File: config.mk
export PLATFORM = sky130hd
export DESIGN_NAME = lcu_mul
export DESIGN_NICKNAME = d
export VERILOG_FILES = /design/src/rtl/lcu_pkg.sv /design/src/rtl/lcu_mul.sv
export SDC_FILE = /design/constraint.sdc
export NUM_CORES = 2
export LEC_CHECK = 0
export ABC_AREA = 1
export BUFFER_PORTS_ARGS = -buffer_cell sky130_fd_sc_hd__buf_2
export CORE_MARGIN = 4
export CORE_UTILIZATION = 60
export CTS_CLUSTER_DIAMETER = 50
export DETAILED_ROUTE_END_ITERATION = 7
export PLACE_DENSITY = 0.8
export SYNTH_ARGS = -nofsm -noshare
export SYNTH_HDL_FRONTEND = slang
export SYNTH_SLANG_ARGS = --single-unit
File: constraint.sdc
create_clock -name i_clk -period 10.4 [get_ports i_clk]
set_clock_uncertainty 0.05 [all_clocks]
set_input_delay 1.04 -clock i_clk [delete_from_list [all_inputs] [get_ports i_clk]]
set_output_delay 1.04 -clock i_clk [all_outputs]
set_load 0.05 [all_outputs]
File: src/rtl/lcu_pkg.sv
`default_nettype none
package lcu_pkg;

    localparam int QW = 32;

    // Shared multiplier operand and product widths.
    localparam int MUL_AW = 35;
    localparam int MUL_BW = 32;
    localparam int MUL_PW = MUL_AW + MUL_BW;

    // Operation codes carried in the request.
    localparam logic [2:0] FN_PITCH   = 3'd0;
    localparam logic [2:0] FN_YAW     = 3'd1;
    localparam logic [2:0] FN_RIGHT   = 3'd2;
    localparam logic [2:0] FN_UP      = 3'd3;
    localparam logic [2:0] FN_FORWARD = 3'd4;

    localparam int Q_ONE        = 65536;
    localparam int FULL_TURN    = 23592960;
    localparam int HALF_TURN    = 11796480;
    localparam int QUARTER_TURN = 5898240;
    localparam int CORDIC_STEPS = 16;
    localparam int CORDIC_GAIN  = 652032874;

    localparam logic signed [25:0] ATAN_DEG [CORDIC_STEPS] = '{
        26'sd2949120, 26'sd1740967, 26'sd919879, 26'sd466945,
        26'sd234379,  26'sd117304,  26'sd58666,  26'sd29335,
        26'sd14668,   26'sd7334,    26'sd3667,   26'sd1833,
        26'sd917,     26'sd458,     26'sd229,    26'sd115
    };

    localparam logic signed [51:0] SAT_MAX = 52'sd2147483647;
    localparam logic signed [51:0] SAT_MIN = -SAT_MAX - 52'sd1;

    function automatic logic signed [QW-1:0] sat32(input logic signed [51:0] v);
        logic signed [QW-1:0] r;
        if (v > SAT_MAX) begin
            r = 32'sh7fffffff;
        end else if (v < SAT_MIN) begin
            r = 32'sh80000000;
        end else begin
            r = v[QW-1:0];
        end
        return r;
    endfunction

endpackage
`default_nettype wire

File: src/rtl/lcu_mul.sv
`default_nettype none
module lcu_mul import lcu_pkg::*; (
    input  wire                       i_clk,
    input  wire logic signed [MUL_AW-1:0] i_a,
    input  wire logic signed [MUL_BW-1:0] i_b,
    output logic signed [MUL_PW-1:0]  o_p
);

    // Registered product: the sequencer reads it in the cycle after the operands.
    always_ff @(posedge i_clk) begin
        o_p <= MUL_PW'(i_a) * MUL_PW'(i_b);
    end

endmodule
`default_nettype wire

======== After elaboration in Yosys (flattened, before gate mapping) ========
Cells that the tools add are included.
operators by class
  multiply operators ...................... 1
operator list
  kind                          number
  multiplier 35 x 32 -> 67 bit  1
word-level totals
  register bits ........................... 67
  input port bits ......................... 68
  output and inout bits ................... 67
  word-level logic and storage cells ...... 2

======== Longest topological paths before layout ========
  depth after elaboration ................. 1
  gate-level depth with buffers ........... 32
  gate-level depth less buffers ........... 30

======== Worst setup path after synthesis ========
Ideal clock, no wire load.
  kind .................................... in2reg
  from .................................... input port i_b[7]
  to ...................................... register o_p[58]
  setup time .............................. 113 ps
  data arrival time ....................... 7713 ps
  path slack .............................. 2525 ps
  stages .................................. 28
  path buffers ............................ 2
  cells stage by stage .................... clkbuf_1 > clkbuf_1 > nand2_1 > inv_1 > fa_1 > inv_1 > fa_1 > inv_1 > fa_1 > fa_1 > inv_1 > fa_1 > inv_1 > fa_1 > inv_1 > fa_1 > inv_1 > fa_1 > ha_1 > nand2_1 > nor2_1 > nand2_1 > inv_1 > nand2_1 > nor3_1 > nand2_1 > nand4_1 > nand2_1
on the way
  word-level cells in the longest chain between the ends .. 1
RTL lines
  what                          RTL line       source
  start: declaration            lcu_mul.sv:5   input wire logic signed [MUL_BW-1:0] i_b,
  multiplier 35 x 32 -> 67 bit  lcu_mul.sv:11  o_p <= MUL_PW'(i_a) * MUL_PW'(i_b);
  end signal: assignment        lcu_mul.sv:11
  end: declaration              lcu_mul.sv:6   output logic signed [MUL_PW-1:0] o_p
Every way passes these cells.

======== Worst setup path after layout ========
  from .................................... input port i_b[4]
  to ...................................... register o_p[57]
Same word-level chain as after synthesis.

==> impl_metrics.yaml <==
run_status:
  status: "finished clean"
clock_tree:
  cts_hold_buf: 0
  clkSlewWorstSetupHoldPaths_ns: 0.06
  clockBufferDepth: 2
  cts_buffers: 9
  tritoncts: "done"
  post_cts_buffers: 0
  htree_levels: 3
  cts_sinks: 67
  cts-root-buf: "clkbuf_16"
  ctsResizeCount: 0
grt:
  grtUsageMet2_pct: 53.4
  grt_pass1_vias: 37238
  use_met3_pct: 7.12
  gr-usage-met1_pct: 43.3
  antenna_found_initial: 8
  grt_max_degree: 36
  grt_first_pass_wirelength_um: 193000
  grt_usage_pct: 32.7
  gr-total-overflow: 0
  busiest_layer: "met2"
critical_path:
  start_kind: "input pin"
  worst-setup-path-type: "in2reg"
  crit_path_max_fanout: 35
  cp_data_required_time_ns: 10.59
  crit_family: "adder cells"
  worst_ep_arrival_time_ns: 8.71
  cpPeakStageDelay_ns: 1.05
  endpoint_kind: "flop"
  cpMostUsedCell: "fa_1"
  path_buf_inv: 7
  cp_slowest_cell: "fa_1"
timing:
  fin_tns_setup_ns: 0
  max_slew_margin_pct: 35.4
  max_freq_mhz: 117
  tightest_slew_ns: 0.969
  finalHoldViolations: 0
  fin_crit_ns: 8.52
  setup_viol: 0
  drv_slew: 0
  rsz0062_at_grt: "false"
  finalCritPeriodShare_pct: 81.9
placement:
  portBuffers: 134
  dpl.hpwl_um: 99700
  gp_congestion: 1.02
floorplan:
  rows: 97
  io_pins: 135
  dieWidth_um: 276
  chipHeight_um: 276
  dieArea_um2: 76000
  start_util_pct: 61.0
  core_um2: 70500
detailed_routing:
  wire_per_inst_um: 18.6
  drt-pass1-iter-count: 8
  drt-initial-drc-count: 3067
  routed_wl_um: 118000
  drc: 0
  postRouteAntennaNets: 0
  routed_via_density: 5.32
  vias: 33683
yosys:
  syn_area_um2: 43000
  yosysSeqAreaShare_pct: 3.12
  ys_ff_latch: 67
  synth_cell_type_count: 33
  synth_area_per_cell_um2: 7.89
  synthesis.nets: 6877
  syn_inst: 5447
  yosysWarningCount: 0
final_layout:
  finalNetCount: 6815
  largest_reg_flops: 67
  fillers: 5969
  top_regs: "o_p: 67 flops"
  regMostFlops: "o_p"
  area_delta_synth_final_pct: 3.44
  drive_gt1_share_pct: 4.12
hold_path:
  min_path_type: "in2reg"
  hold_depth: 4
  min_from: "i_b[0]"
  holdPathEnd: "o_p[0]$_DFF_P_"
run:
  maxCapViolCount: 0
[cells in the final DEF (no fill, tap or decap), types with 5 or more instances in the layout]
| master | count |
|---|---|
| a21oi_1 | 69 |
| buf_2 | 134 |
| buf_4 | 24 |
| clkbuf_16 | 9 |
| dfxtp_1 | 67 |
| fa_1 | 1172 |
| ha_1 | 190 |
| inv_1 | 1792 |
| nand2_1 | 1552 |
| nand2_2 | 18 |
| nand3_1 | 67 |
| nand3_2 | 5 |
| nand3b_1 | 6 |
| nand4_1 | 21 |
| nor2_1 | 133 |
| nor2_2 | 7 |
| nor3_1 | 14 |
| o21ai_0 | 26 |
| o21bai_1 | 11 |
| or2_2 | 5 |
| xnor2_1 | 5 |
| xor2_1 | 31 |
[cells in the mapped netlist]
cell	number	area share, %
and2_2	1	0.017
nor2_4	4	0.10
nand4_1	21	0.31
buf_1	3	0.026
dfxtp_1	67	3.1
xor2_1	31	0.63
clkbuf_1	229	2.0
ha_1	190	5.5
or2_1	2	0.029
nor3_2	4	0.093
o21ai_1	1	0.012
nand2_1	1552	14
o21bai_1	11	0.19
nor3_4	1	0.038
nand3b_1	6	0.10
xnor2_1	5	0.10
or2_2	5	0.073
nor2_2	7	0.10
a21oi_2	1	0.020
clkinv_1	1	0.0087
a21o_1	2	0.035
inv_2	2	0.017
nor3_1	14	0.16
nand2_2	18	0.26
nand3_1	67	0.78
nor2_1	133	1.2
o21ai_0	26	0.30
inv_1	1792	16
nor4_1	2	0.029
o21a_1	3	0.052
a21oi_1	69	0.80
nand3_2	5	0.12
fa_1	1172	55
[cells by family (layout without fill, tap and decap cells)]
kind of cell / count (synthesis) / in the layout / share of synthesized area [%]
adder cells (fa/ha/maj): 1362 / 1362 / 60.1
flip-flops: 67 / 67 / 3.12
AO/OA/AOI/OAI: 113 / 113 / 1.42
XOR/XNOR: 36 / 36 / 0.733
other: 0 / 4 / 0
buffers and inverters: 2027 / 1969 / 17.7
AND/OR/NAND/NOR: 1842 / 1842 / 16.9
[area by class of cell]
cell class                 instances  area [um2]  area share [%]
multi-input combinational       3353       34000            76.5
inverter                        1795        6740            15.2
sequential                        67        1340            3.02
tap                              940        1180            2.64
timing repair buffer             159         871            1.96
clock buffer                      10         239           0.537
clock inverter                     5        53.8           0.121
antenna                            4        10.0          0.0225
[worst max path at each step]
stage            start               to  slack (ns)  cells past startpoint
2_1_floorplan   i_b[7]  o_p[58]$_DFF_P_        2.52                     28
3_3_place_gp    i_b[4]  o_p[58]$_DFF_P_        1.75                     25
3_5_place_dp    i_b[4]  o_p[57]$_DFF_P_        1.52                     25
4_1_cts         i_b[4]  o_p[65]$_DFF_P_        1.89                     25
5_1_grt        i_a[34]  o_p[58]$_DFF_P_        1.39                     27
6_report        i_b[4]  o_p[57]$_DFF_P_        1.88                     25
[metrics by stage]
stage	area (um2)	utilization [%]	worst slack (ns)	hold WS (ns)	instances
global placement	44200	62.6	1.75	1.46	6314
CTS	44500	63.1	1.89	1.29	6329
global route	44500	63.1	1.39	1.31	6333
floorplan	43000	-	2.52	1.09	5447
detailed placement	44200	62.6	1.52	1.46	6314
finish	44500	63.1	1.88	1.30	6333
[layer usage]
metal,vias up,part of all wire [%]
met5,-,0.029
met4,6,4.2
met3,377,11
li1,14684,-
met2,1843,48
met1,16773,37
Power is not shown: default switching activity piles up to over one toggle a cycle in this logic, so the estimate is an artifact.
