File: src/rtl/lcu_pkg.sv
`default_nettype none
package lcu_pkg;

    localparam int QW = 32;

    // Shared multiplier operand and product widths.
    localparam int MUL_AW = 35;
    localparam int MUL_BW = 32;
    localparam int MUL_PW = MUL_AW + MUL_BW;

    // Operation codes carried in the request.
    localparam logic [2:0] FN_PITCH   = 3'd0;
    localparam logic [2:0] FN_YAW     = 3'd1;
    localparam logic [2:0] FN_RIGHT   = 3'd2;
    localparam logic [2:0] FN_UP      = 3'd3;
    localparam logic [2:0] FN_FORWARD = 3'd4;

    localparam int Q_ONE        = 65536;
    localparam int FULL_TURN    = 23592960;
    localparam int HALF_TURN    = 11796480;
    localparam int QUARTER_TURN = 5898240;
    localparam int CORDIC_STEPS = 16;
    localparam int CORDIC_GAIN  = 652032874;

    localparam logic signed [25:0] ATAN_DEG [CORDIC_STEPS] = '{
        26'sd2949120, 26'sd1740967, 26'sd919879, 26'sd466945,
        26'sd234379,  26'sd117304,  26'sd58666,  26'sd29335,
        26'sd14668,   26'sd7334,    26'sd3667,   26'sd1833,
        26'sd917,     26'sd458,     26'sd229,    26'sd115
    };

    localparam logic signed [51:0] SAT_MAX = 52'sd2147483647;
    localparam logic signed [51:0] SAT_MIN = -SAT_MAX - 52'sd1;

    function automatic logic signed [QW-1:0] sat32(input logic signed [51:0] v);
        logic signed [QW-1:0] r;
        if (v > SAT_MAX) begin
            r = 32'sh7fffffff;
        end else if (v < SAT_MIN) begin
            r = 32'sh80000000;
        end else begin
            r = v[QW-1:0];
        end
        return r;
    endfunction

endpackage
`default_nettype wire

File: src/rtl/lcu_isqrt.sv
`default_nettype none
module lcu_isqrt import lcu_pkg::*; (
    input  wire               i_clk,
    input  wire               i_rst_n,
    input  wire               i_start,
    input  wire logic [63:0]  i_n,
    output logic              o_done,
    output logic [QW-1:0]     o_root
);

    logic        r_busy;
    logic        r_done;
    logic [4:0]  r_cnt;
    logic [63:0] r_n;
    logic [63:0] r_res;
    logic [63:0] r_bit;
    logic [63:0] sumv;

    assign sumv   = r_res + r_bit;
    assign o_done = r_done;
    assign o_root = r_res[QW-1:0];

    // One result bit per cycle.
    always_ff @(posedge i_clk) begin
        if (!i_rst_n) begin
            r_busy <= 1'b0;
            r_done <= 1'b0;
            r_cnt  <= '0;
        end else begin
            r_done <= 1'b0;
            if (i_start) begin
                r_busy <= 1'b1;
                r_cnt  <= '0;
                r_n    <= i_n;
                r_res  <= '0;
                r_bit  <= 64'h4000_0000_0000_0000;
            end else if (r_busy) begin
                if (r_n >= sumv) begin
                    r_n   <= r_n - sumv;
                    r_res <= (r_res >> 1) + r_bit;
                end else begin
                    r_res <= r_res >> 1;
                end
                r_bit <= r_bit >> 2;
                r_cnt <= r_cnt + 5'd1;
                if (r_cnt == 5'd31) begin
                    r_busy <= 1'b0;
                    r_done <= 1'b1;
                end
            end
        end
    end

endmodule
`default_nettype wire

File: config.mk
export PLATFORM = sky130hd
export DESIGN_NAME = lcu_isqrt
export DESIGN_NICKNAME = d
export VERILOG_FILES = /design/src/rtl/lcu_pkg.sv /design/src/rtl/lcu_isqrt.sv
export SDC_FILE = /design/constraint.sdc
export NUM_CORES = 1
export LEC_CHECK = 0
export BUFFER_PORTS_ARGS = -buffer_cell sky130_fd_sc_hd__buf_4
export CAP_MARGIN = 20
export CORE_ASPECT_RATIO = 1.25
export CORE_MARGIN = 4
export CORE_UTILIZATION = 40
export CTS_CLUSTER_DIAMETER = 80
export DETAILED_ROUTE_END_ITERATION = 10
export REMOVE_ABC_BUFFERS = 1
export SLEW_MARGIN = 30
export SYNTH_ARGS = -nofsm -noshare
export SYNTH_HDL_FRONTEND = slang
export SYNTH_SLANG_ARGS = --single-unit
File: constraint.sdc
create_clock -name i_clk -period 11 [get_ports i_clk]
set_input_delay 2.2 -clock i_clk [delete_from_list [all_inputs] [get_ports i_clk]]
set_output_delay 2.2 -clock i_clk [all_outputs]
set_load 0.05 [all_outputs]
Word-level counts from Yosys, hierarchy flattened

Cells that the tools add are included.

Register bits after elaboration: 167
Logic and storage cells: 30
Output and inout bits: 33

Eq/ne operators: 1
Reductions and logical operators: 6
Bitwise gates (word level): 2
$lt $le $gt $ge: 1
Add/sub/neg operators: 4
Mux-type cells: 10

Operators with widths:

| cell                | number |
|---|---|
| $mux 64             | 5 |
| $add 63x63->64      | 1 |
| $add 64x63->64      | 1 |
| $ge 64x64->1        | 1 |
| $sub 64x64->64      | 1 |
| $mux 63             | 1 |
| $add 5x1->5 const B | 1 |
| $eq 5x5->1 const B  | 1 |
| $mux 1              | 4 |
| $reduce_bool 2->1   | 2 |
| $reduce_and 3->1    | 1 |
| $reduce_or 3->1     | 1 |
| $not 1->1           | 2 |
| $reduce_and 2->1    | 1 |
| $reduce_or 2->1     | 1 |

Longest topological paths before layout

Depth after elaboration: 5
Mapped depth: 26
Mapped depth without buffers: 25

Worst setup path after synthesis

Ideal clock, no wire load.

Kind: register -> register
Start: reg r_res[2]
End: reg r_n[0] (enable)
Data required time: 10.493 ns
Period minus slack after synthesis: 8.489 ns
Setup time: 0.507 ns
Setup slack: 2.511 ns
Buffers on the path: 3
Arrival time: 7.982 ns
Cell stages (with the launch flop): 23
Cell sequence: edfxtp_1 > ha_1 > a31o_2 > a31oi_1 > o21ai_2 > a31oi_1 > o41a_1 > o21bai_2 > a21oi_2 > o211ai_2 > a31oi_1 > o311ai_2 > xnor2_1 > ha_1 > clkbuf_1 > nand4_1 > nor2_1 > nand3_1 > or4_1 > o31a_1 > buf_4 > buf_4 > a21oi_1

Word-level cells in the longest chain between the ends: 4

RTL lines:

| item                        | RTL line        | text |
|---|---|---|
| start: declaration          | lcu_isqrt.sv:15 | `logic [63:0] r_res;` |
| start signal: assignment    | lcu_isqrt.sv:40 | `r_res <= (r_res >> 1) + r_bit;` |
| start signal: assignment    | lcu_isqrt.sv:42 | `r_res <= r_res >> 1;` |
| $add 64x63->64              | lcu_isqrt.sv:19 | `assign sumv = r_res + r_bit;` |
| $ge 64x64->1                | lcu_isqrt.sv:38 | `if (r_n >= sumv) begin` |
| $reduce_bool 2->1 (no line) | -               |  |
| $reduce_and 3->1 (no line)  | -               |  |
| end signal: assignment      | lcu_isqrt.sv:34 | `r_n <= i_n;` |
| end signal: assignment      | lcu_isqrt.sv:39 | `r_n <= r_n - sumv;` |
| end: declaration            | lcu_isqrt.sv:14 | `logic [63:0] r_n;` |

Every way passes these cells.
A chain may end at the register's enable or synchronous reset.

Worst setup path after layout

Start: reg r_res[0]
End: reg r_n[2] (enable)

The elaborated chain is that of the path after synthesis.

==> reports/results.txt <==
vias in the first global route - 13.0k
NumNets Final - 1984
Max Fclk - 0.143 GHz
CTS tree - yes
cts hold-fix bufs - 0
Starting Density - 40.6%
initial drt markers - 807
Clock Latency Late Sink - 0.45 ns
Max H-tree Level - 4
io pins - 100
die width - 182 µm
critical-path maximum fanout - 51
minimum clock period - 7.02 ns
pwr dens - 174 mW/mm²
layout filler cell count - 3742
share of the synthesized area in the top cell type - 31.7%
Core ar. - 0.0374 mm²
Final Skew - 0.0109 ns
layout cells sized above 1 - 10.7%
sequential cell area - 0.00494 mm²
die span in y - 226 µm
Vias - 13.1k
Hold Vio Cnt, Final - 0
CTS Root Cell - clkbuf_16
ant diodes - 0
DIE AREA - 0.0411 mm²
PortBufs - 99
initial antenna violation count - 1
Main synth FF type - edfxtp_1
number of synthesis warnings - 0
final worst-path cycle share - 63.8%
CP Launch Type - flop
Least-Margin Pin Slew - 0.835 ns
Static Leak - 6.37 nW
deepest clock path buffer count - 2
synthesized cell area - 0.0152 mm²
Area growth, synth to finish - 10.1%
via-per-instance ratio - 5.76
Async S/R FF share, synth - 0%
Post-synth EDFFs - 160
clock-pin slew on the worst setup and hold paths - 0.08 ns
number of setup buffers added after CTS - 0
GP Congestion - 0.916
RSZ-0062 raised after global routing - false
Post-Syn Area per Cell - 8.64 µm²
largest net degree at the start of global routing - 166
DP Wirelength - 33100 µm
max-slew violation count - 0
worst hold slack - 0.507 ns
post-synthesis cell type count - 75
FF+latch count, synth - 167
Num CTS Buffers - 17
part of the Yosys area used for sequential elements - 32.6%
top cells by area, synth - edfxtp_1 32%, ha_1 11%, nand2_1 5.6%
antenna-violating nets left - 0
Pwr Total - 0.00290 W
area of the multi-input gates - 0.00959 mm²
post-CTS sizing - 0
clock sinks - 167
total global routing overflow - 0
TritonRoute pass-1 iters - 5
drt wl/cell - 18.9 µm
Worst Hold Class - flop to flop
endpoints failing setup - 0
max-cap check violation count - 0
post-synthesis cell count - 1754
row cnt - 79
Worst EP required - 11.10 ns
Worst slew margin - 44.3%
CP Capture Type - flop
Post-Route WL - 43000 µm
outcome - complete, no violations
Fin Setup TNS - 0 ns
gr usage total - 20.6%
largest area contributor in the synthesized netlist - edfxtp_1
WP data arrival - 7.12 ns
crit path kind - flop to flop
first-pass GRT wire length - 68700 µm
Remaining DRCs - 0
VDD IR max - 98.8 µV
-- layout make-up --
class / count / area share [%]
well taps: 486 / 3.64
multi-input cells: 1454 / 57.5
inverters: 39 / 0.892
clock inverters: 15 / 1.00
clock buffers: 17 / 2.55
flip-flops and latches: 167 / 29.6
repair buffers: 105 / 4.82
-- path summary, 6_finish.rpt --
path,from,to,slack [ns],cells past startpoint
setup / recovery,r_res[0],r_n[2],3.98,24
hold / removal,r_cnt[4],r_cnt[4],0.51,2
setup reg to reg,r_res[0],r_n[2],3.98,24
hold reg to reg,r_cnt[4],r_cnt[4],0.51,2
-- Yosys cell counts (15+ instances only) --
master	instances
edfxtp_1	160
ha_1	132
nor2_1	128
nand3_1	31
a21o_1	49
a21oi_1	120
buf_4	34
nor2b_1	44
a31oi_1	66
xnor2_1	78
nand4_1	36
o21bai_1	37
a211oi_1	36
nand2_1	228
nor3_1	15
o21ai_0	166
a31o_2	15
inv_1	38
or3_1	22
clkbuf_1	48
xor2_1	92
and3_1	19
-- cells in the final DEF, fill, tap and decap left out, types with 4 or more instances in the layout --
master | netlist | layout
dfxtp_1 | 7 | 7
nand2b_1 | 9 | 9
and2_1 | 8 | 8
and3_1 | 19 | 19
mux2_2 | 4 | 4
a211oi_2 | 5 | 5
edfxtp_1 | 160 | 160
buf_4 | 34 | 103
o21ba_2 | 5 | 5
a21o_1 | 49 | 49
o21ai_0 | 166 | 166
or3_1 | 22 | 22
ha_1 | 132 | 132
o31ai_1 | 8 | 8
o21bai_1 | 37 | 37
a31o_2 | 15 | 15
a21boi_0 | 7 | 7
nand2_1 | 228 | 228
nor2_1 | 128 | 128
or4_1 | 4 | 4
o211ai_1 | 6 | 6
xnor2_1 | 78 | 78
a21oi_1 | 120 | 119
o21ai_1 | 7 | 7
inv_1 | 38 | 37
and4_1 | 4 | 4
o21a_1 | 13 | 13
a31oi_1 | 66 | 66
clkinvlp_4 | 0 | 4
nor2b_1 | 44 | 44
nand4_1 | 36 | 36
inv_6 | 0 | 4
nand3_1 | 31 | 31
xor2_1 | 92 | 92
a211oi_1 | 36 | 36
nor3_1 | 15 | 15
nor4_1 | 4 | 4
clkbuf_16 | 0 | 17
-- flip-flops by register name (all words and copies together), names as in the netlist --
signal	cells
o_done	1
r_bit	32
r_busy	1
r_cnt	5
r_n	64
r_res	64
-- worst max-delay path, stage by stage (launching register included) --
cell	delay, ns
edfxtp_1	0.41
ha_1	0.24
ha_1	0.21
a21o_1	0.20
a31oi_1	0.29
o21ai_0	0.26
a211oi_1	0.47
o21ai_0	0.30
a21oi_1	0.29
o21bai_1	0.12
a21oi_1	0.21
a21oi_1	0.09
o21ai_0	0.20
xor2_1	0.28
ha_1	0.37
and3_1	0.24
a221o_1	0.29
a21oi_1	0.18
o21a_1	0.17
a21oi_1	0.07
a211oi_1	0.42
o31a_1	0.22
buf_4	0.40
a21oi_4	0.24
buf_4	0.43
-- through the flow --
step | util (%) | cells | worst slack [ns] | instance area (µm²)
final | 44.7 | 2283 | 3.98 | 16700
after global routing | 44.7 | 2283 | 3.52 | 16700
after CTS | 44.7 | 2283 | 4.05 | 16700
after detailed placement | 43.1 | 2251 | 4.10 | 16100
after global placement | 43.1 | 2251 | 4.22 | 16100
after floorplan | - | 1660 | 2.40 | 14700
-- where the power goes --
group | internal (W) | leakage [nW] | total [W] | switching [W]
Combinational | 0.000535 | 4.49 | 0.00139 | 0.000851
Sequential | 0.000811 | 1.60 | 0.000890 | 0.0000790
Clock | 0.000340 | 0.279 | 0.000628 | 0.000289
-- routing by layer --
metal | global-route usage, % | vias to the layer above | wire length, µm
li1 | - | 6526 | -
met5 | 0 | - | 7
met4 | 7.22 | 2 | 1280
met3 | 2.48 | 64 | 1330
met2 | 38.4 | 250 | 22600
met1 | 24.3 | 6301 | 17900
-- cell families (layout without fill, tap and decap cells) --
logic type	count (synthesis)	in the layout	share of synthesized area, %
xor+xnor	170	170	9.82
compound gates	580	580	24.5
flops	167	167	32.6
mux	6	6	0.429
fa+ha+maj	133	133	11.0
buf+inv	133	176	4.23
simple gates	565	565	17.3
Note: power is estimated with default switching activity, not from simulation.
