===== config.mk =====
export PLATFORM = sky130hd
export DESIGN_NAME = lcu_div
export DESIGN_NICKNAME = d
export VERILOG_FILES = /design/src/rtl/lcu_pkg.sv /design/src/rtl/lcu_div.sv
export SDC_FILE = /design/constraint.sdc
export NUM_CORES = 1
export LEC_CHECK = 0
export BUFFER_PORTS_ARGS = -buffer_cell sky130_fd_sc_hd__buf_2
export CORE_UTILIZATION = 58
export DETAILED_ROUTE_END_ITERATION = 10
export PLACE_DENSITY = 0.91
export SLEW_MARGIN = 20
export SYNTH_ARGS = -nofsm -noshare
export SYNTH_HDL_FRONTEND = slang
export SYNTH_SLANG_ARGS = --single-unit

===== constraint.sdc =====
create_clock -name i_clk -period 4.3 [get_ports i_clk]
set_input_delay 0.86 -clock i_clk [delete_from_list [all_inputs] [get_ports i_clk]]
set_output_delay 0.86 -clock i_clk [all_outputs]
set_load 0.03 [all_outputs]

===== src/rtl/lcu_pkg.sv =====
`default_nettype none
package lcu_pkg;

    localparam int QW = 32;

    // Shared multiplier operand and product widths.
    localparam int MUL_AW = 35;
    localparam int MUL_BW = 32;
    localparam int MUL_PW = MUL_AW + MUL_BW;

    // Operation codes carried in the request.
    localparam logic [2:0] FN_PITCH   = 3'd0;
    localparam logic [2:0] FN_YAW     = 3'd1;
    localparam logic [2:0] FN_RIGHT   = 3'd2;
    localparam logic [2:0] FN_UP      = 3'd3;
    localparam logic [2:0] FN_FORWARD = 3'd4;

    localparam int Q_ONE        = 65536;
    localparam int FULL_TURN    = 23592960;
    localparam int HALF_TURN    = 11796480;
    localparam int QUARTER_TURN = 5898240;
    localparam int CORDIC_STEPS = 16;
    localparam int CORDIC_GAIN  = 652032874;

    localparam logic signed [25:0] ATAN_DEG [CORDIC_STEPS] = '{
        26'sd2949120, 26'sd1740967, 26'sd919879, 26'sd466945,
        26'sd234379,  26'sd117304,  26'sd58666,  26'sd29335,
        26'sd14668,   26'sd7334,    26'sd3667,   26'sd1833,
        26'sd917,     26'sd458,     26'sd229,    26'sd115
    };

    localparam logic signed [51:0] SAT_MAX = 52'sd2147483647;
    localparam logic signed [51:0] SAT_MIN = -SAT_MAX - 52'sd1;

    function automatic logic signed [QW-1:0] sat32(input logic signed [51:0] v);
        logic signed [QW-1:0] r;
        if (v > SAT_MAX) begin
            r = 32'sh7fffffff;
        end else if (v < SAT_MIN) begin
            r = 32'sh80000000;
        end else begin
            r = v[QW-1:0];
        end
        return r;
    endfunction

endpackage
`default_nettype wire


===== src/rtl/lcu_div.sv =====
`default_nettype none
module lcu_div import lcu_pkg::*; (
    input  wire               i_clk,
    input  wire               i_rst_n,
    input  wire               i_start,
    input  wire logic [QW-1:0] i_num,
    input  wire logic [QW-1:0] i_den,
    output logic              o_done,
    output logic [16:0]       o_quo
);

    logic        r_busy;
    logic        r_done;
    logic        r_first;
    logic [4:0]  r_cnt;
    logic [32:0] r_rem;
    logic [QW-1:0] r_den;
    logic [16:0] r_quo;
    logic [32:0] sh;

    // The numerator never exceeds the divisor, so 17 quotient bits cover num*2^16/den.
    assign sh     = r_first ? r_rem : {r_rem[31:0], 1'b0};
    assign o_done = r_done;
    assign o_quo  = r_quo;

    always_ff @(posedge i_clk) begin
        if (!i_rst_n) begin
            r_busy <= 1'b0;
            r_done <= 1'b0;
            r_cnt  <= '0;
        end else begin
            r_done <= 1'b0;
            if (i_start) begin
                r_busy  <= 1'b1;
                r_first <= 1'b1;
                r_cnt   <= '0;
                r_rem   <= {1'b0, i_num};
                r_den   <= i_den;
                r_quo   <= '0;
            end else if (r_busy) begin
                r_first <= 1'b0;
                if (sh >= {1'b0, r_den}) begin
                    r_rem <= sh - {1'b0, r_den};
                    r_quo <= {r_quo[15:0], 1'b1};
                end else begin
                    r_rem <= sh;
                    r_quo <= {r_quo[15:0], 1'b0};
                end
                r_cnt <= r_cnt + 5'd1;
                if (r_cnt == 5'd16) begin
                    r_busy <= 1'b0;
                    r_done <= 1'b1;
                end
            end
        end
    end

endmodule
`default_nettype wire


## Yosys cells after proc, flatten, opt, wreduce, memory -nomap -nowiden

Cells that the tools add are included.

| operators by class | value |
|---|---|
| $add $sub $neg | 2 |
| $lt $le $gt $ge | 1 |
| eq/ne operators | 1 |
| mux-type cells | 11 |
| bitwise operators | 2 |
| reduce and logical (&&, ||, !) cells | 5 |

Operator list:

| operator | number |
|---|---|
| two-way mux 33 bit | 3 |
| greater-or-equal comparator 33 x 32 -> 1 bit | 1 |
| subtractor 33 x 32 -> 33 bit | 1 |
| two-way mux 32 bit | 1 |
| two-way mux 17 bit | 1 |
| two-way mux 1 bit | 6 |
| adder 5 x 1 -> 5 bit (second input constant) | 1 |
| == test 5 bit (second input constant) | 1 |
| AND reduction 2 bit | 2 |
| OR reduction 3 bit | 1 |
| inverter 1 bit | 2 |
| nonzero test 2 bit | 1 |
| OR reduction 2 bit | 1 |

| word-level totals | value |
|---|---|
| register bits | 90 |
| bits of input ports | 67 |
| output and inout port bits | 18 |
| logic and storage cells | 30 |

## Logic depth before layout (Yosys ltp)

Gate-level depths: netlist (run 1).

| logic depth | value |
|---|---|
| depth after elaboration | 5 |
| depth in mapped cells | 15 |

## Least setup slack after synthesis (run 1)

Ideal clock, no wire load.

| timing | value |
|---|---|
| path kind | flip-flop to flip-flop |
| from | reg r_first |
| to | reg r_rem[9] (data pin) |
| setup time | 0.260 ns |
| arrival | 3.538 ns |
| slack | 0.502 ns |
| cell stages (with the launch flop) | 14 |
| path buffers | 3 |
| clock period less this slack | 3.798 ns |
| cell sequence | edfxtp_1 -> clkbuf_1 -> clkbuf_1 -> mux2_2 -> ha_1 -> a21o_1 -> a21o_1 -> a221oi_4 -> o41ai_2 -> o211a_1 -> or2_1 -> buf_6 -> mux2_4 -> mux2_4 |

| on the way | value |
|---|---|
| longest elaborated chain between the ends | 5 |
| elaborated cells between the ends (all ways) | 6 |

RTL lines:

| element | line | text |
|---|---|---|
| start, declared | lcu_div.sv:14 | `logic r_first;` |
| start signal, assigned | lcu_div.sv:35 | `r_first <= 1'b1;` |
| start signal, assigned | lcu_div.sv:41 | `r_first <= 1'b0;` |
| two-way mux 33 bit (*) | lcu_div.sv:22 | `assign sh = r_first ? r_rem : {r_rem[31:0], 1'b0};` |
| subtractor 33 x 32 -> 33 bit or greater-or-equal comparator 33 x 32 -> 1 bit (tied branches) | lcu_div.sv:43, lcu_div.sv:42 |  |
| two-way mux 33 bit (*) | lcu_div.sv:42 | `if (sh >= {1'b0, r_den}) begin` |
| two-way mux 33 bit (*) | lcu_div.sv:40 | `end else if (r_busy) begin` |
| two-way mux 32 bit (*) | lcu_div.sv:33 | `if (i_start) begin` |
| end signal, assigned | lcu_div.sv:37 | `r_rem <= {1'b0, i_num};` |
| end signal, assigned | lcu_div.sv:43 | `r_rem <= sh - {1'b0, r_den};` |
| end signal, assigned | lcu_div.sv:46 | `r_rem <= sh;` |
| end, declared | lcu_div.sv:16 | `logic [32:0] r_rem;` |

Every way passes the cells marked *; elsewhere a longest branch is shown, timed or not. The select of a mux whose other input is x is not followed.
A chain may end at the register's enable or synchronous reset.

## Worst setup path in the final report (run 1)

| timing | value |
|---|---|
| from | reg r_first |
| to | reg r_rem[32] (data pin) |

| on the way | value |
|---|---|
| longest elaborated chain between the ends | 4 |
| elaborated cells between the ends (all ways) | 5 |

RTL lines:

| element | line |
|---|---|
| two-way mux 33 bit (*) | lcu_div.sv:22 |
| subtractor 33 x 32 -> 33 bit or greater-or-equal comparator 33 x 32 -> 1 bit (tied branches) | lcu_div.sv:43, lcu_div.sv:42 |
| two-way mux 33 bit (*) | lcu_div.sv:42 |
| two-way mux 33 bit (*) | lcu_div.sv:40 |

Marks and branches as above.

==> results of run 1 <==
==> per-layer routing <==
| layer | track usage (%) | vias to the layer above |
|---|---|---|
| met5 | 0 | - |
| met4 | 9.534 | 0 |
| met3 | 6.586 | 32 |
| met2 | 50.46 | 222 |
| met1 | 34.04 | 2293 |
| li1 | - | 2305 |
==> cell type report <==
| type | instances | area, um2 | share of cell area [%] |
|---|---|---|---|
| Clock buffer | 9 | 123.9 | 1.846 |
| Inverter | 48 | 180.2 | 2.685 |
| Timing Repair Buffer | 96 | 510.5 | 7.608 |
| Multi-Input combinational cell | 423 | 3023 | 45.05 |
| Sequential cell | 90 | 2633 | 39.23 |
| Clock inverter | 7 | 73.82 | 1.100 |
| Tap cell | 133 | 166.4 | 2.480 |
==> logic make-up after synthesis <==
family | after synthesis | synth area share [%]
AO/OA/AOI/OAI | 159 | 17.17
XOR/XNOR | 31 | 4.562
adder cells (fa/ha/maj) | 35 | 7.484
buffers and inverters | 76 | 5.003
flip-flops | 90 | 44.23
multiplexers | 54 | 9.943
AND/OR/NAND/NOR | 144 | 11.60
==> critical path, delay by kind of cell, from the launching register on <==
kind                       cells  cell delay, ns
muxes                          1            0.38
DFF                            1            0.74
AOI/OAI and AO/OA              7            1.83
and+or+nand+nor                1            0.28
buffers and inverters          1            0.34
adders and majority gates      1            0.33
==> cell usage in the layout, fill, tap and decap left out, types with 5 or more instances in the layout <==
master | Yosys | layout
clkbuf_8 | 0 | 9
a211oi_1 | 5 | 5
a21o_1 | 21 | 21
buf_2 | 1 | 84
edfxtp_1 | 83 | 83
o21ai_0 | 37 | 37
mux2i_1 | 19 | 19
nand4_1 | 8 | 8
xor2_1 | 10 | 10
dfxtp_1 | 7 | 7
xnor2_1 | 21 | 21
nor2_1 | 40 | 40
o21bai_1 | 6 | 6
a21oi_1 | 50 | 50
buf_4 | 1 | 12
inv_1 | 47 | 47
nor2b_1 | 18 | 18
mux2_2 | 33 | 33
ha_1 | 34 | 34
nand2_1 | 45 | 45
nand3_1 | 7 | 7
==> power by group <==
part	leakage (nW)	switching (mW)	internal (mW)
logic	1.97	0.562	0.412
clock network	0.100	0.331	0.272
registers	0.847	0.0329	1.05
==> registers in the layout, indices dropped and copies added (netlist names) <==
register / flops
r_cnt: 5
o_quo: 17
o_done: 1
r_busy: 1
r_first: 1
r_den: 32
r_rem: 33
==> worst max path at each step <==
| stage | start | endpoint | slack (ns) | depth (start not counted) |
|---|---|---|---|---|
| finish | r_first | r_rem[32] | 0.19 | 11 |
| detailed placement | r_first | r_rem[32] | 0.39 | 11 |
| global route | r_first | r_rem[32] | 0.01 | 11 |
| global placement | r_first | r_rem[9] | 0.56 | 11 |
| floorplan | r_first | r_rem[9] | 0.50 | 13 |
| CTS | r_first | r_rem[32] | 0.35 | 11 |
==> metrics by stage <==
stage / cell area [um2] / hold slack, ns / utilization (%) / total power [mW]
after global placement: 6513 / 0.4873 / 66.02 / 2.009
after detailed placement: 6513 / 0.5294 / 66.02 / 2.052
after CTS: 6710 / 0.5629 / 68.02 / 2.651
final: 6710 / 0.5613 / 68.02 / 2.660
after global routing: 6710 / 0.5967 / 68.02 / 2.795
after floorplan: 5952 / 0.4706 / - / 1.814
==> results.py, run 1 <==
metrics = {
    "run_status": {
        "outcome": "finished clean",
    },
    "clocking": {
        "ctsHtreeMaxLevel": 3,
        "post-cts-setup-buffers": 0,
        "clock_sinks": 90,
        "cts_inserted_buffers": 9,
        "holdBufCountCts": 0,
        "root_buffer": "clkbuf_8",
        "cts_tree": "built",
        "post_cts_resized": 0,
        "cts_buffer_depth": 2,
        "clock_latency_ns": 0.40,
        "clk_pin_slew_ns": 0.10,
    },
    "grt": {
        "grt_pass1_wl_mm": 22.79,
        "grt_pass1_vias": 4776,
        "grt_max_degree": 42,
        "antenna_found_initial": 0,
        "track_usage_pct": 28.44,
        "gr-total-overflow": 0,
    },
    "floorplanning": {
        "pin_count": 85,
        "rows": 36,
        "initial_utilization_pct": 60.34,
        "fp.dieArea_um2": 10670,
        "core_area_um2": 9864,
        "dieWidth_um": 103.3,
        "die_h_um": 103.3,
    },
    "sta": {
        "fin_skew_ns": 0.01977,
        "max_freq_mhz": 243.5,
        "slew_violations": 0,
        "slew-limit-headroom_pct": 56.71,
        "setup_viol": 0,
        "fin_setup_tns_ns": 0,
        "worst_pin_slew_ns": 0.6426,
        "period_needed_ns": 4.106,
        "finalHoldViolations": 0,
        "rsz0062_at_grt": "false",
        "setup_ws_ns": 0.1938,
        "fin_crit_sh_pct": 95.49,
    },
    "synthesis": {
        "ys_seq_elements": 90,
        "synth.most_common_cell": "edfxtp_1",
        "yosys-top-cells-area": "edfxtp_1, ha_1, mux2_2",
        "async_flop_share_pct": 0,
        "synth_edf_count": 83,
        "synth_top_area_cell": "edfxtp_1",
        "synthFlopType": "edfxtp_1",
        "syn_inst": 589,
        "ys_types": 58,
        "yosys_warnings": 0,
        "syn_avg_cell_area_um2": 10.11,
        "yosysTopAreaCellShare_pct": 41.88,
        "yosysSeqAreaShare_pct": 44.23,
        "syn-cell-area_um2": 5952,
        "netlist_top_cells_count": "edfxtp_1, a21oi_1, inv_1, nand2_1, nor2_1",
        "synth_fp_nets": 691,
    },
    "worst_setup_path": {
        "crit_required_ns": 4.51,
        "ff2ff_path_depth": 11,
        "cp_slowest_stage_delay_ns": 0.74,
        "crit_type": "register to register",
        "crit_path_start_kind": "register",
        "path_max_fanout": 14,
        "reg2reg_from": "r_first",
        "slowest_stage": "edfxtp_1",
        "arrival_ns": 4.31,
        "rrSetupSlack_ns": 0.19,
        "reg2reg_to": "r_rem[32]",
        "crit_path_frequent_cell": "a211oi_1",
        "end_kind": "register",
        "cp_cell_sequence": "buf_4 > mux2_2 > ha_1 > a211oi_1 > o21ai_0 > a211oi_1 > a211oi_1 > o2111ai_1 > a21oi_1 > o31ai_1 > nor3b_1",
    },
    "finish": {
        "fin_cells": 806,
        "area_growth_pct": 12.74,
        "nets": 770,
        "drive_above_1_share_pct": 22.44,
        "fill_cells": 754,
        "diodes": 0,
    },
    "pwr": {
        "power_density_nw_per_um2": 396.5,
        "ir_drop_uv": 277.0,
        "power.leakage_nw": 2.917,
    },
    "min_path": {
        "hp-class": "register to register",
        "holdPathStages": 2,
        "min_to": "r_cnt[1]",
        "min_from": "r_cnt[1]",
    },
    "route": {
        "wl_met1_mm": 5.783,
        "drtAntennaViolNets": 0,
        "highest_layer": "met4",
        "drt_first_pass_iters": 5,
        "wl_met2_mm": 7.128,
        "routed_wl_mm": 14.20,
        "route.detailed.drc": 0,
        "vias": 4852,
        "dr_wl_met3_mm": 1.000,
        "drt_iter0_drc": 328,
        "wl_per_cell_um": 17.62,
        "routed_via_density": 6.020,
    },
    "run": {
        "drv_cap": 0,
    },
    "place": {
        "hpwl_mm": 10.51,
        "post-place-ws_ns": 0.3852,
        "io_buffers": 84,
        "placed_cells": 790,
        "gp_congestion": 0.9524,
    },
}
Power figures use the tool's default switching activity.
==> run 2, diff against run 1 <==
CORE_UTILIZATION = 53   (was 58)
PLACE_DENSITY = not set   (was 0.91)
PLACE_DENSITY_LB_ADDON = 0.3   (was not set)
RECOVER_POWER = 100   (was not set)
clock period = 3.29 ns   (was 4.3 ns; I/O delays follow)
==> results.py, run 2 (synthesis gave the netlist of run 1 again) <==
metrics = {
    "run_status": {
        "outcome": "finished with violations",
        "violations": "negative setup slack",
    },
    "grt": {
        "track_usage_pct": 26.14,
        "antenna_found_initial": 0,
        "grt_pass1_vias": 4976,
        "grt_max_degree": 44,
        "grt_pass1_wl_mm": 23.29,
        "gr-total-overflow": 0,
    },
    "sta": {
        "finalHoldViolations": 0,
        "rsz0062_at_grt": "true",
        "max_freq_mhz": 299.2,
        "hold_ws_ns": 0.4439,
        "setup_viol": 3,
        "period_needed_ns": 3.343,
        "slew-limit-headroom_pct": 21.09,
        "slew_violations": 0,
        "setup_ws_ns": -0.05267,
        "fin_crit_sh_pct": 101.6,
        "worst_pin_slew_ns": 1.184,
        "fin_skew_ns": 0.01290,
    },
    "finish": {
        "nets": 833,
        "fill_cells": 843,
        "largest_register": "r_rem",
        "final_cell_mix": "buf_2, edfxtp_1, buf_4, inv_1, nand2_1",
        "fin_area_um2": 7709,
        "largest_reg_flops": 33,
        "area_growth_pct": 29.51,
        "drive_above_1_share_pct": 35.87,
        "fin_util_pct": 70.80,
        "diodes": 0,
    },
    "worst_setup_path": {
        "crit_type": "register to register",
        "end_kind": "register",
        "path_max_fanout": 8,
        "crit_path_start_kind": "register",
        "crit_required_ns": 3.43,
        "arrival_ns": 3.48,
    },
    "floorplanning": {
        "pin_count": 85,
        "die_h_um": 108.0,
        "dieWidth_um": 108.0,
        "initial_utilization_pct": 54.67,
        "rows": 38,
        "core_area_um2": 10890,
        "fp.dieArea_um2": 11660,
    },
    "route": {
        "drt_first_pass_iters": 7,
        "wl_per_cell_um": 17.45,
        "routed_wl_mm": 15.29,
        "routed_via_density": 5.705,
        "drtAntennaViolNets": 0,
        "drt_iter0_drc": 256,
        "vias": 4998,
        "route.detailed.drc": 0,
    },
    "pwr": {
        "p_switching_mw": 1.304,
        "power_density_nw_per_um2": 515.6,
        "seqPwrFrac_pct": 35.6,
        "ir_drop_uv": 382.6,
        "power_mw": 3.974,
        "power_frac_comb_pct": 41.3,
        "p_int_mw": 2.670,
        "p_clk_share_pct": 23.1,
        "power.leakage_nw": 3.325,
        "switching_share_pct": 32.81,
    },
    "clocking": {
        "clock_latency_ns": 0.38,
        "cts_tree": "built",
        "cts_buffer_depth": 2,
        "cts_inserted_buffers": 9,
        "root_buffer": "clkbuf_8",
        "ctsHtreeMaxLevel": 3,
        "clk_pin_slew_ns": 0.10,
        "clock_sinks": 90,
    },
    "place": {
        "io_buffers": 84,
        "hpwl_mm": 10.81,
        "gp_congestion": 0.9727,
        "post_dp_cell_area_um2": 7014,
    },
    "run": {
        "drv_cap": 0,
    },
    "min_path": {
        "hp-class": "input pin to register",
    },
}
==> run 2: changes by cell type in the layout (fill, tap and decap cells not counted), moves of 5 or more <==
| cell | delta |
|---|---|
| a211oi_1 | -5 |
| buf_4 | +53 |
| ha_1 | -18 |
| buf_12 | +5 |
| a21oi_1 | -10 |
| a21oi_2 | +9 |
| o21ai_0 | -8 |
| a211oi_2 | +5 |
| o21ai_1 | +7 |
| ha_4 | +16 |
==> run 2: final timing paths <==
path / from / endpoint / slack, ns / cells past startpoint
worst max-delay path: r_first / r_rem[9] / -0.05 / 11
worst max register to register: r_first / r_rem[9] / -0.05 / 11
worst min register to register: r_cnt[4] / r_cnt[4] / 0.52 / 2
worst min-delay path: i_den[26] / r_den[26] / 0.44 / 1
==> run 2: worst max-delay path, cell delays in order, from the launching register on <==
cell	delay, ns
edfxtp_1	0.44
buf_12	0.17
mux2_4	0.32
ha_4	0.23
a21o_1	0.18
a21o_1	0.19
a221oi_4	0.37
o41ai_4	0.13
o211a_1	0.24
or2_4	0.27
mux2_4	0.30
mux2_4	0.25
==> run 2: cell type report <==
class / count / area (um2) / area share (%)
clock buffers: 9 / 123.9 / 1.607
clock inverters: 7 / 116.4 / 1.510
inverters: 48 / 180.2 / 2.337
multi-input cells: 423 / 3425 / 44.42
flip-flops and latches: 90 / 2633 / 34.15
well taps: 140 / 175.2 / 2.272
repair buffers: 159 / 1056 / 13.70
==> run 2: power groups by stage <==
stage          sequential [mW]  clock [mW]  combinational (mW)
2_1_floorplan             1.45           0               0.943
3_3_place_gp              1.43           0                1.40
3_5_place_dp              1.44           0                1.43
4_1_cts                   1.41       0.938                1.51
5_1_grt                   1.42       0.964                1.78
6_report                  1.42       0.917                1.64
==> run 2: metal layers <==
layer | track usage [%] | share of wire (%) | vias up
met5 | 0 | 0 | -
met4 | 10.37 | 2.4 | 0
met3 | 5.425 | 4.8 | 31
met2 | 44.59 | 49 | 130
met1 | 32.28 | 44 | 2402
li1 | - | - | 2435
==> run 2: what timing repair did <==
item / CTS / global route
endpoints found under the setup margin: 29 / 33
gates cloned: 1 / 0
hold buffers: 0 / 0
resized for setup: 23 / 46
setup buffers: 6 / 3
pin swaps: 6 / 11
==> run 2: stage by stage <==
step / cells / TNS [ns] / worst slack (ns)
final: 876 / -0.1280 / -0.05267
after global routing: 876 / -2.019 / -0.1354
after CTS: 873 / -0.04137 / -0.02338
after detailed placement: 850 / -2.116 / -0.1900
after global placement: 850 / -0.05949 / -0.02133
after floorplan: 589 / -0.1031 / -0.1031
